File: config.mk
export PLATFORM = sky130hd
export DESIGN_NAME = epoch_seconds_to_date
export DESIGN_NICKNAME = d
export VERILOG_FILES = /design/src/design/e2d_pkg.sv /design/src/design/e2d_ctrl.sv /design/src/design/e2d_dp.sv /design/src/design/epoch_seconds_to_date.sv
export SDC_FILE = /design/constraint.sdc
export NUM_CORES = 1
export LEC_CHECK = 0
export ABC_AREA = 1
export ABC_CLOCK_PERIOD_IN_PS = 5800
export BUFFER_PORTS_ARGS = -buffer_cell sky130_fd_sc_hd__clkbuf_2
export CORE_MARGIN = 2
export CORE_UTILIZATION = 30
export DETAILED_ROUTE_END_ITERATION = 12
export GPL_TIMING_DRIVEN = 0
export SKIP_LAST_GASP = 1
export SLEW_MARGIN = 20
export SYNTH_ARGS = -nofsm -noshare
export SYNTH_HDL_FRONTEND = slang
export SYNTH_SLANG_ARGS = --single-unit
File: constraint.sdc
create_clock -name clk -period 5.8 [get_ports clk]
set_input_delay 0.87 -clock clk [delete_from_list [all_inputs] [get_ports clk]]
set_output_delay 0.87 -clock clk [all_outputs]
set_load 0.01 [all_outputs]
File: src/design/e2d_pkg.sv
// Shared constants, command/status types and the month length table for the date converter.
`timescale 1ns / 1ps
`default_nettype none

package e2d_pkg;

  localparam int unsigned SEC_W       = 32;  // input seconds width
  localparam int unsigned DAYS_W      = 16;  // whole days since the epoch, at most 49710
  localparam int unsigned YEAR_W      = 12;
  localparam int unsigned MONTH_W     = 4;
  localparam int unsigned DAY_W       = 5;
  localparam int unsigned YLEN_W      = 9;
  localparam int unsigned OUT_W       = 24;  // result fields padded to whole bytes

  // 86400 = 675 * 2^7. The seconds are shifted right by 7 and then divided by 675
  // through a multiplication by a rounded-up reciprocal scaled by 2^35. The error
  // term times the largest shifted value stays below 2^35, so the quotient is exact.
  localparam int unsigned DAY_SHIFT   = 7;
  localparam int unsigned SCALED_W    = SEC_W - DAY_SHIFT;   // 25
  localparam int unsigned RECIP_W     = 26;
  localparam int unsigned RECIP_SHIFT = 35;
  localparam int unsigned PROD_W      = SCALED_W + RECIP_W;  // 51

  localparam logic [RECIP_W-1:0] RECIP_675    = 26'd50903317;
  localparam logic [YEAR_W-1:0]  EPOCH_YEAR   = 12'd1970;
  localparam logic [6:0]         EPOCH_MOD100 = 7'd70;
  localparam logic [8:0]         EPOCH_MOD400 = 9'd370;
  localparam logic [6:0]         LAST_MOD100  = 7'd99;
  localparam logic [8:0]         LAST_MOD400  = 9'd399;
  localparam logic [YLEN_W-1:0]  DAYS_LEAP    = 9'd366;
  localparam logic [YLEN_W-1:0]  DAYS_COMMON  = 9'd365;

  localparam logic [MONTH_W-1:0] MON_JAN = 4'd1;
  localparam logic [MONTH_W-1:0] MON_FEB = 4'd2;
  localparam logic [MONTH_W-1:0] MON_MAR = 4'd3;
  localparam logic [MONTH_W-1:0] MON_APR = 4'd4;
  localparam logic [MONTH_W-1:0] MON_MAY = 4'd5;
  localparam logic [MONTH_W-1:0] MON_JUN = 4'd6;
  localparam logic [MONTH_W-1:0] MON_JUL = 4'd7;
  localparam logic [MONTH_W-1:0] MON_AUG = 4'd8;
  localparam logic [MONTH_W-1:0] MON_SEP = 4'd9;
  localparam logic [MONTH_W-1:0] MON_OCT = 4'd10;
  localparam logic [MONTH_W-1:0] MON_NOV = 4'd11;
  localparam logic [MONTH_W-1:0] MON_DEC = 4'd12;

  // Commands from the controller to the datapath.
  typedef struct packed {
    logic load;        // capture a new input item
    logic div_step;    // turn the captured seconds into whole days
    logic year_step;   // subtract the current year and advance
    logic month_step;  // subtract the current month and advance
    logic out_load;    // move the finished date into the output register
  } e2d_cmd_t;

  // Status from the datapath to the controller.
  typedef struct packed {
    logic year_fit;    // remaining days lie inside the current year
    logic month_fit;   // remaining days lie inside the current month
  } e2d_sts_t;

  function automatic logic [DAY_W-1:0] month_days(input logic [MONTH_W-1:0] month,
                                                  input logic leap);
    logic [DAY_W-1:0] len;
    case (month)
      MON_APR, MON_JUN, MON_SEP, MON_NOV: len = 5'd30;
      MON_FEB: len = leap ? 5'd29 : 5'd28;
      MON_JAN, MON_MAR, MON_MAY, MON_JUL, MON_AUG, MON_OCT, MON_DEC: len = 5'd31;
      default: len = 5'd31;
    endcase
    return len;
  endfunction

endpackage

`default_nettype wire

File: src/design/e2d_ctrl.sv
// Controller state machine that sequences division, year walk, month walk and output.
`timescale 1ns / 1ps
`default_nettype none

module e2d_ctrl
  import e2d_pkg::*;
(
  input  wire logic     clk,
  input  wire logic     rst_n,
  input  wire logic     in_tvalid,
  output logic          in_tready,
  input  wire logic     out_tready,
  output logic          out_tvalid,
  input  wire e2d_sts_t sts,
  output e2d_cmd_t      cmd
);

  typedef enum logic [2:0] {
    ST_IDLE,
    ST_DIV,
    ST_YEAR,
    ST_MONTH,
    ST_FIN
  } state_t;

  state_t state_r, state_nxt;
  logic   out_valid_r, out_valid_nxt;
  logic   out_free;

  assign out_free   = !out_valid_r || out_tready;
  assign in_tready  = (state_r == ST_IDLE);
  assign out_tvalid = out_valid_r;

  always_comb begin
    state_nxt = state_r;
    cmd       = '0;
    case (state_r)
      ST_IDLE: begin
        if (in_tvalid) begin
          cmd.load  = 1'b1;
          state_nxt = ST_DIV;
        end
      end
      ST_DIV: begin
        cmd.div_step = 1'b1;
        state_nxt    = ST_YEAR;
      end
      ST_YEAR: begin
        if (sts.year_fit) begin
          state_nxt = ST_MONTH;
        end else begin
          cmd.year_step = 1'b1;
        end
      end
      ST_MONTH: begin
        if (sts.month_fit) begin
          state_nxt = ST_FIN;
        end else begin
          cmd.month_step = 1'b1;
        end
      end
      ST_FIN: begin
        if (out_free) begin
          cmd.out_load = 1'b1;
          state_nxt    = ST_IDLE;
        end
      end
      default: begin
        state_nxt = ST_IDLE;
      end
    endcase
  end

  always_comb begin
    out_valid_nxt = out_valid_r;
    if (cmd.out_load) begin
      out_valid_nxt = 1'b1;
    end else if (out_tready) begin
      out_valid_nxt = 1'b0;
    end
  end

  always_ff @(posedge clk) begin
    if (!rst_n) begin
      state_r     <= ST_IDLE;
      out_valid_r <= 1'b0;
    end else begin
      state_r     <= state_nxt;
      out_valid_r <= out_valid_nxt;
    end
  end

endmodule

`default_nettype wire

File: src/design/e2d_dp.sv
// Datapath: reciprocal divider by 86400, year and month subtractors, output register.
`timescale 1ns / 1ps
`default_nettype none

module e2d_dp
  import e2d_pkg::*;
(
  input  wire logic             clk,
  input  wire logic [SEC_W-1:0] in_tdata,
  input  wire e2d_cmd_t         cmd,
  output e2d_sts_t              sts,
  output logic [OUT_W-1:0]      out_tdata
);

  logic [SEC_W-1:0]   work_r, work_nxt;     // seconds, later the day count
  logic [YEAR_W-1:0]  year_r, year_nxt;
  logic [6:0]         mod100_r, mod100_nxt;
  logic [8:0]         mod400_r, mod400_nxt;
  logic [MONTH_W-1:0] month_r, month_nxt;
  logic [OUT_W-1:0]   out_r, out_nxt;

  logic [SCALED_W-1:0] scaled;
  logic [PROD_W-1:0]   prod;
  logic [DAYS_W-1:0]   days;
  logic                leap;
  logic [YLEN_W-1:0]   ylen;
  logic [DAY_W-1:0]    mlen;
  logic [DAY_W-1:0]    day_num;

  // Whole days: drop the factor 2^7 of 86400 by a shift, then divide by 675.
  assign scaled = work_r[SEC_W-1:DAY_SHIFT];
  assign prod   = {{RECIP_W{1'b0}}, scaled} * {{SCALED_W{1'b0}}, RECIP_675};

  assign days  = work_r[DAYS_W-1:0];
  assign leap  = (mod400_r == '0) || ((year_r[1:0] == 2'b00) && (mod100_r != '0));
  assign ylen  = leap ? DAYS_LEAP : DAYS_COMMON;
  assign mlen  = month_days(month_r, leap);
  assign day_num  = days[DAY_W-1:0] + 5'd1;

  assign sts.year_fit  = (days < {{(DAYS_W-YLEN_W){1'b0}}, ylen});
  assign sts.month_fit = (days < {{(DAYS_W-DAY_W){1'b0}}, mlen}) || (month_r == MON_DEC);

  always_comb begin
    work_nxt   = work_r;
    year_nxt   = year_r;
    mod100_nxt = mod100_r;
    mod400_nxt = mod400_r;
    month_nxt  = month_r;
    out_nxt    = out_r;
    if (cmd.load) begin
      work_nxt   = in_tdata;
      year_nxt   = EPOCH_YEAR;
      mod100_nxt = EPOCH_MOD100;
      mod400_nxt = EPOCH_MOD400;
      month_nxt  = MON_JAN;
    end
    if (cmd.div_step) begin
      work_nxt = {{(SEC_W-DAYS_W){1'b0}}, prod[RECIP_SHIFT +: DAYS_W]};
    end
    if (cmd.year_step) begin
      work_nxt   = {{(SEC_W-DAYS_W){1'b0}},
                    days - {{(DAYS_W-YLEN_W){1'b0}}, ylen}};
      year_nxt   = year_r + 12'd1;
      mod100_nxt = (mod100_r == LAST_MOD100) ? 7'd0 : mod100_r + 7'd1;
      mod400_nxt = (mod400_r == LAST_MOD400) ? 9'd0 : mod400_r + 9'd1;
    end
    if (cmd.month_step) begin
      work_nxt  = {{(SEC_W-DAYS_W){1'b0}},
                   days - {{(DAYS_W-DAY_W){1'b0}}, mlen}};
      month_nxt = month_r + 4'd1;
    end
    if (cmd.out_load) begin
      out_nxt = {3'b000, day_num, month_r, year_r};
    end
  end

  always_ff @(posedge clk) begin
    work_r   <= work_nxt;
    year_r   <= year_nxt;
    mod100_r <= mod100_nxt;
    mod400_r <= mod400_nxt;
    month_r  <= month_nxt;
    out_r    <= out_nxt;
  end

  assign out_tdata = out_r;

endmodule

`default_nettype wire

File: src/design/epoch_seconds_to_date.sv
// Top level of the seconds-since-epoch to calendar date converter.
// Steps: take the transfer, turn the seconds into whole days, walk the elapsed years
// and then the elapsed months off the day count, each walk ending in a fit check, and
// load the output, which waits while the previous result is still held. It converts one
// item at a time. A new input transfer is taken while the previous result still waits.
// Reset (rst_n low, synchronous) returns the controller to idle and drops any pending result.
`timescale 1ns / 1ps
`default_nettype none

module epoch_seconds_to_date
  import e2d_pkg::*;
(
  input  wire logic             clk,
  input  wire logic             rst_n,
  input  wire logic             in_tvalid,
  output logic                  in_tready,
  input  wire logic [SEC_W-1:0] in_tdata,   // [31:0] epoch_seconds
  output logic                  out_tvalid,
  input  wire logic             out_tready,
  output logic [OUT_W-1:0]      out_tdata   // [11:0] year_out, [15:12] month_out,
                                            // [20:16] day_out, [23:21] zero
);

  // The controller steps the datapath through the conversion; the two talk only
  // through the command and status structs.
  e2d_cmd_t cmd;
  e2d_sts_t sts;

  e2d_ctrl u_ctrl (
    .clk        (clk),
    .rst_n      (rst_n),
    .in_tvalid  (in_tvalid),
    .in_tready  (in_tready),
    .out_tready (out_tready),
    .out_tvalid (out_tvalid),
    .sts        (sts),
    .cmd        (cmd)
  );

  // The datapath divides the seconds into whole days, then walks years and months
  // off the day count and holds the finished date for the output transfer.
  e2d_dp u_dp (
    .clk       (clk),
    .in_tdata  (in_tdata),
    .cmd       (cmd),
    .sts       (sts),
    .out_tdata (out_tdata)
  );

endmodule

`default_nettype wire

* Yosys cells after proc, flatten, opt, wreduce, memory -nomap -nowiden
Index checks and enable logic that the tools add are counted.
** Cells by class
- Multiplexer cells :: 33
- Reductions and logical operators :: 16
- Add/subtract/negate cells :: 7
- Eq/ne operators :: 16
- $mul :: 1
- Magnitude comparators :: 2
** Operators by type and width (count)
- 2-to-1 mux 16 bit :: 4
- multiplier 25 x 26 -> 51 bit (second input constant) :: 1
- 2-to-1 mux 9 bit :: 3
- 2-to-1 mux 12 bit :: 2
- 2-to-1 mux 7 bit :: 3
- < comparator 16 x 5 -> 1 bit :: 1
- < comparator 16 x 9 -> 1 bit :: 1
- subtractor 16 x 5 -> 16 bit :: 1
- subtractor 16 x 9 -> 16 bit :: 1
- case mux 3 bit (5 select lines) :: 1
- adder 12 x 1 -> 12 bit (second input constant) :: 1
- == test 4 bit (second input constant) :: 3
- 2-to-1 mux 1 bit :: 12
- 2-to-1 mux 3 bit :: 4
- case mux 5 bit (2 select lines) :: 1
- adder 9 x 1 -> 9 bit (second input constant) :: 1
- == test 9 bit (second input constant) :: 1
- zero test 9 bit :: 1
- == test 4 x 3 -> 1 bit (second input constant) :: 2
- 2-to-1 mux 4 bit :: 2
- adder 7 x 1 -> 7 bit (second input constant) :: 1
- == test 7 bit (second input constant) :: 1
- nonzero test 7 bit :: 1
- == test 3 x 2 -> 1 bit (second input constant) :: 2
- other kinds (18) :: 24
** Word-level totals
- Register bits after elaboration :: 89
- Input bits :: 36

* Depth between registers and ports, before layout
- Word-level depth :: 10
- Gate-level depth with buffers :: 31
- Depth with buffers taken out :: 31

* Cells and area by module
Synthesis repeated with hierarchy kept, for this count alone.
** Unflattened totals
- Cells, all modules :: 2228
- Area total of the unflattened synthesis :: 16953.8 µm²
** Modules (own cells, without submodules)
- e2d_dp :: instances 1, area each 16644.7 µm², cells each 2178
- e2d_ctrl :: instances 1, area each 309.0 µm², cells each 50

* Worst setup path after synthesis
OpenSTA, ideal clock, no wires.
- Kind :: register -> register
- Start :: register u_dp.work_r[12]
- End :: register u_dp.work_r[0], data pin
- Library setup time :: 258 ps
- Data arrival time :: 5281 ps
- Stages on the path, launching flop included :: 25
- Path buffers :: 0
- Setup slack :: 260 ps
- Path through :: edfxtp_1 > inv_1 > ha_1 > fa_1 > ha_1 > inv_1 > fa_1 > inv_1 > fa_1 > fa_1 > inv_1 > fa_1 > inv_1 > ha_1 > nand2_1 > nor2_1 > inv_1 > nor3_1 > nand2_1 > nand2_1 > nand2_1 > nand3_1 > nand2_1 > o21ai_0 > nand2_1
** Between the ends
- Word-level cells in the longest chain between the ends :: 5
** Ends and longest elaborated chain
- start: declaration :: RTL line e2d_dp.sv:15 : logic [SEC_W-1:0] work_r, work_nxt;
- start signal: assignment :: RTL line e2d_dp.sv:78 : work_r <= work_nxt;
- parallel branches: the longest is 4 deep, another holds multiplier 25 x 26 -> 51 bit
- 2-to-1 mux 16 bit (*) :: RTL line e2d_dp.sv:67 : if (cmd.month_step) begin
- named net u_dp.work_nxt[0] :: RTL line e2d_dp.sv:15
Mark *: on every way through the listed nets, which the timed path passes.
A chain may end at the register's enable or synchronous reset.

* Worst setup path in the final report
- Start :: register u_dp.work_r[11]
- End :: register u_dp.work_r[12], data pin
The elaborated chain is that of the path after synthesis.

==> summary.md <==
| Metric | Value |
|---|---|
| Cell Rows | 86 |
| Antenna viol nets, final | 0 |
| Initial antenna violation count | 0 |
| Final setup viols | 0 |
| Final Cycle Share | 98.3% |
| Clk root buf | clkbuf_16 |
| H-tree depth | 3 |
| Cells after synthesis | 2163 |
| WL per Instance | 14.8 microns |
| First-pass GRT wire length | 69500 microns |
| Num CTS Buffers | 9 |
| Post-Route Skew | 13.9 ps |
| Crit path kind | flip-flop to flip-flop |
| CORE AREA | 55000 sq um |
| Async SR Flop Fraction | 0% |
| Area leader, netlist | ha_1 |
| Vias/cell | 4.42 |
| DP Area | 17900 sq um |
| CP startpoint kind | flip-flop |
| Final #Nets | 2835 |
| Final core utilization | 36.4% |
| Placer Congestion | 0.918 |
| Clock Pin Slew Worst Setup and Hold Paths | 70 ps |
| Total number of vias | 13500 |
| CTS tree | done |
| Diodes inserted | 0 |
| Slew HR | 19.2% |
| Post-Place Cells | 2973 |
| Vias in the first global route | 12900 |
| Largest net degree at the start of global routing | 29 |
| IO Port Bufs | 57 |
| Clk_lat worst skew | 360 ps |
| Seq/Total Area, Yosys | 14.8% |
| Die area | 57500 sq um |
| I/O pin total | 62 |
| Max-Cap Viols | 0 |
| Yosys warns | 0 |
| Worst hold-check path type | flip-flop to flip-flop |
| Hold slack | 457 ps |
| Worst slew pin tran | 1210 ps |
| Mean area per synthesized cell | 7.71 sq um |
| Setup crit end kind | flip-flop |
| Final instance area | 20000 sq um |
| Max-slew violations | 0 |
| Most used cell, CP | fa_1 |
| Final hold violation count | 0 |
| Synth area leaders | ha_1, fa_1, inv_1 |
| Yosys reg bits | 89 |
| Post-synthesis cell area | 16700 sq um |
| Area Growth Syn to Fin | 20.0% |
| Max FO, Critical Path | 4 |
| RSZ-0062 raised after global routing | true |
| CTS Sinks | 89 |
| Die Wd | 240 microns |
| Die height | 240 microns |
| Worst stage delay on the critical path | 560 ps |
| Worst EP required | 5900 ps |
| Max clock buf depth | 2 |
| Final cell count without fillers | 3060 |
| Post-synth EDFFs | 69 |
| Post-synth cell types | 47 |
| GRT overflow | 0 |
| Fillers | 5717 |
| GRT Util Overall | 15.7% |
| Critical path cell sequence | buf_6 -> fa_1 -> inv_1 -> fa_1 -> inv_2 -> ha_4 -> fa_1 -> inv_2 -> fa_1 -> fa_1 -> inv_2 -> fa_2 -> ha_4 -> nand2_4 -> nor2_2 -> inv_2 -> nor2_2 -> nand2_1 -> nor2_1 -> nand2_1 -> nand4_1 -> nand3_2 -> nand2_2 -> a21oi_2 |
| Max Fclk | 175 MHz |
| Crit path max-delay cell type | fa_1 |
| Initial DRC Count | 655 |
| Yosys top cell area share | 23.3% |
| Detailed placer's ending HPWL | 37600 microns |
| Most frequently used flop master after synthesis | edfxtp_1 |
| Hold buffer count at CTS | 0 |
| Status | complete, no violations |
| Worst Path Arrival | 5810 ps |
| Fin crit period | 5700 ps |
| DRC violations left | 0 |
| Total Wirelength | 45300 microns |
| Layout cells sized above 1 | 18.8% |
| Starting Density | 30.3% |
| TritonRoute pass-1 iters | 5 |
==> flip-flops by register name, summed over array words and instances, names as in the netlist <==
| register | flops |
|---|---|
| u_ctrl.out_tvalid | 1 |
| u_ctrl.state_r | 3 |
| u_dp.mod100_r | 7 |
| u_dp.mod400_r | 9 |
| u_dp.month_r | 4 |
| u_dp.out_tdata | 21 |
| u_dp.work_r | 32 |
| u_dp.year_r | 12 |
==> cell usage after synthesis (all sizes together) (3+ instances only) <==
library cell and count:
inv 622, nand2 488, ha 310, fa 182, nor2 171, nand3 77, a21oi 70, edfxtp 69
xor2 30, nand4 21, dfxtp 20, buf 16, o21ai 16, nor3 13, a211oi 9, or2 8
nor3b 6, xnor2 6, clkbuf 5, a31oi 4, nor4 4, a21o 3, and3 3
==> cell type report <==
class	count	area [sq um]	share of cell area, %
Multi-Input combinational cell	1432	12900	64.4
Sequential cell	89	2530	12.7
Inverter	623	2360	11.8
Tap cell	748	936	4.68
Timing Repair Buffer	131	880	4.40
Clock buffer	9	225	1.13
Buffer	21	128	0.638
Clock inverter	7	66.3	0.331
==> cell families after synthesis <==
group | synth area share (%)
xor gates and xnor gates | 1.89
and+or+nand+nor | 19.6
other | 0.0225
buffers and inverters | 14.8
DFF | 14.8
AOI/OAI and AO/OA | 3.75
adders and majority gates | 45.1
==> routing by layer <==
| layer | up-vias | routed length, microns | GRT usage (%) |
|---|---|---|---|
| met1 | 6357 | 20500 | 20.7 |
| met2 | 312 | 20700 | 25.8 |
| met3 | 60 | 2740 | 3.25 |
| met5 | - | 0 | 0 |
| met4 | 0 | 1440 | 4.89 |
| li1 | 6794 | - | - |
==> what timing repair did <==
item | 4_1_cts | 5_1_grt
pin swaps | 24 | 110
setup endpoints to repair | 16 | 16
buffers inserted | 43 | 28
resized for setup | 107 | 212
==> cells in the final DEF (no fill, tap or decap), drive strengths merged, types with 21 or more instances in the layout <==
| cell type | instances |
|---|---|
| fa | 182 |
| nand4 | 21 |
| edfxtp | 69 |
| nor2 | 171 |
| nand3 | 77 |
| buf | 90 |
| ha | 310 |
| a21oi | 70 |
| xor2 | 30 |
| nand2 | 488 |
| inv | 624 |
| clkbuf | 71 |
==> path summary, 6_finish.rpt <==
check	from	end	slack (ps)	cells past startpoint
max	u_dp.work_r[11]	u_dp.work_r[12]	100	24
min reg2reg	u_dp.year_r[3]	u_dp.out_tdata[3]	460	0
min	u_dp.year_r[3]	u_dp.out_tdata[3]	460	0
max reg2reg	u_dp.work_r[11]	u_dp.work_r[12]	100	24
==> worst max-delay path: cells and delay by family, from the launching register on <==
| family | cells | cell delay (ps) |
|---|---|---|
| AOI/OAI and AO/OA | 1 | 60 |
| buffers and inverters | 6 | 430 |
| and+or+nand+nor | 9 | 960 |
| DFF | 1 | 420 |
| adders and majority gates | 8 | 3580 |
==> through the flow <==
| step | setup WS, ps | setup TNS (ps) |
|---|---|---|
| 2_1_floorplan | 260 | 0 |
| 3_3_place_gp | -988 | -13480 |
| 3_5_place_dp | -951 | -13260 |
| 4_1_cts | -33.0 | -68.1 |
| 5_1_grt | -116 | -744 |
| 6_report | 97.4 | 0 |
Power is left out: the tool's default activity adds up to more than one toggle a clock period on the data nets, which glitch-free logic cannot reach.
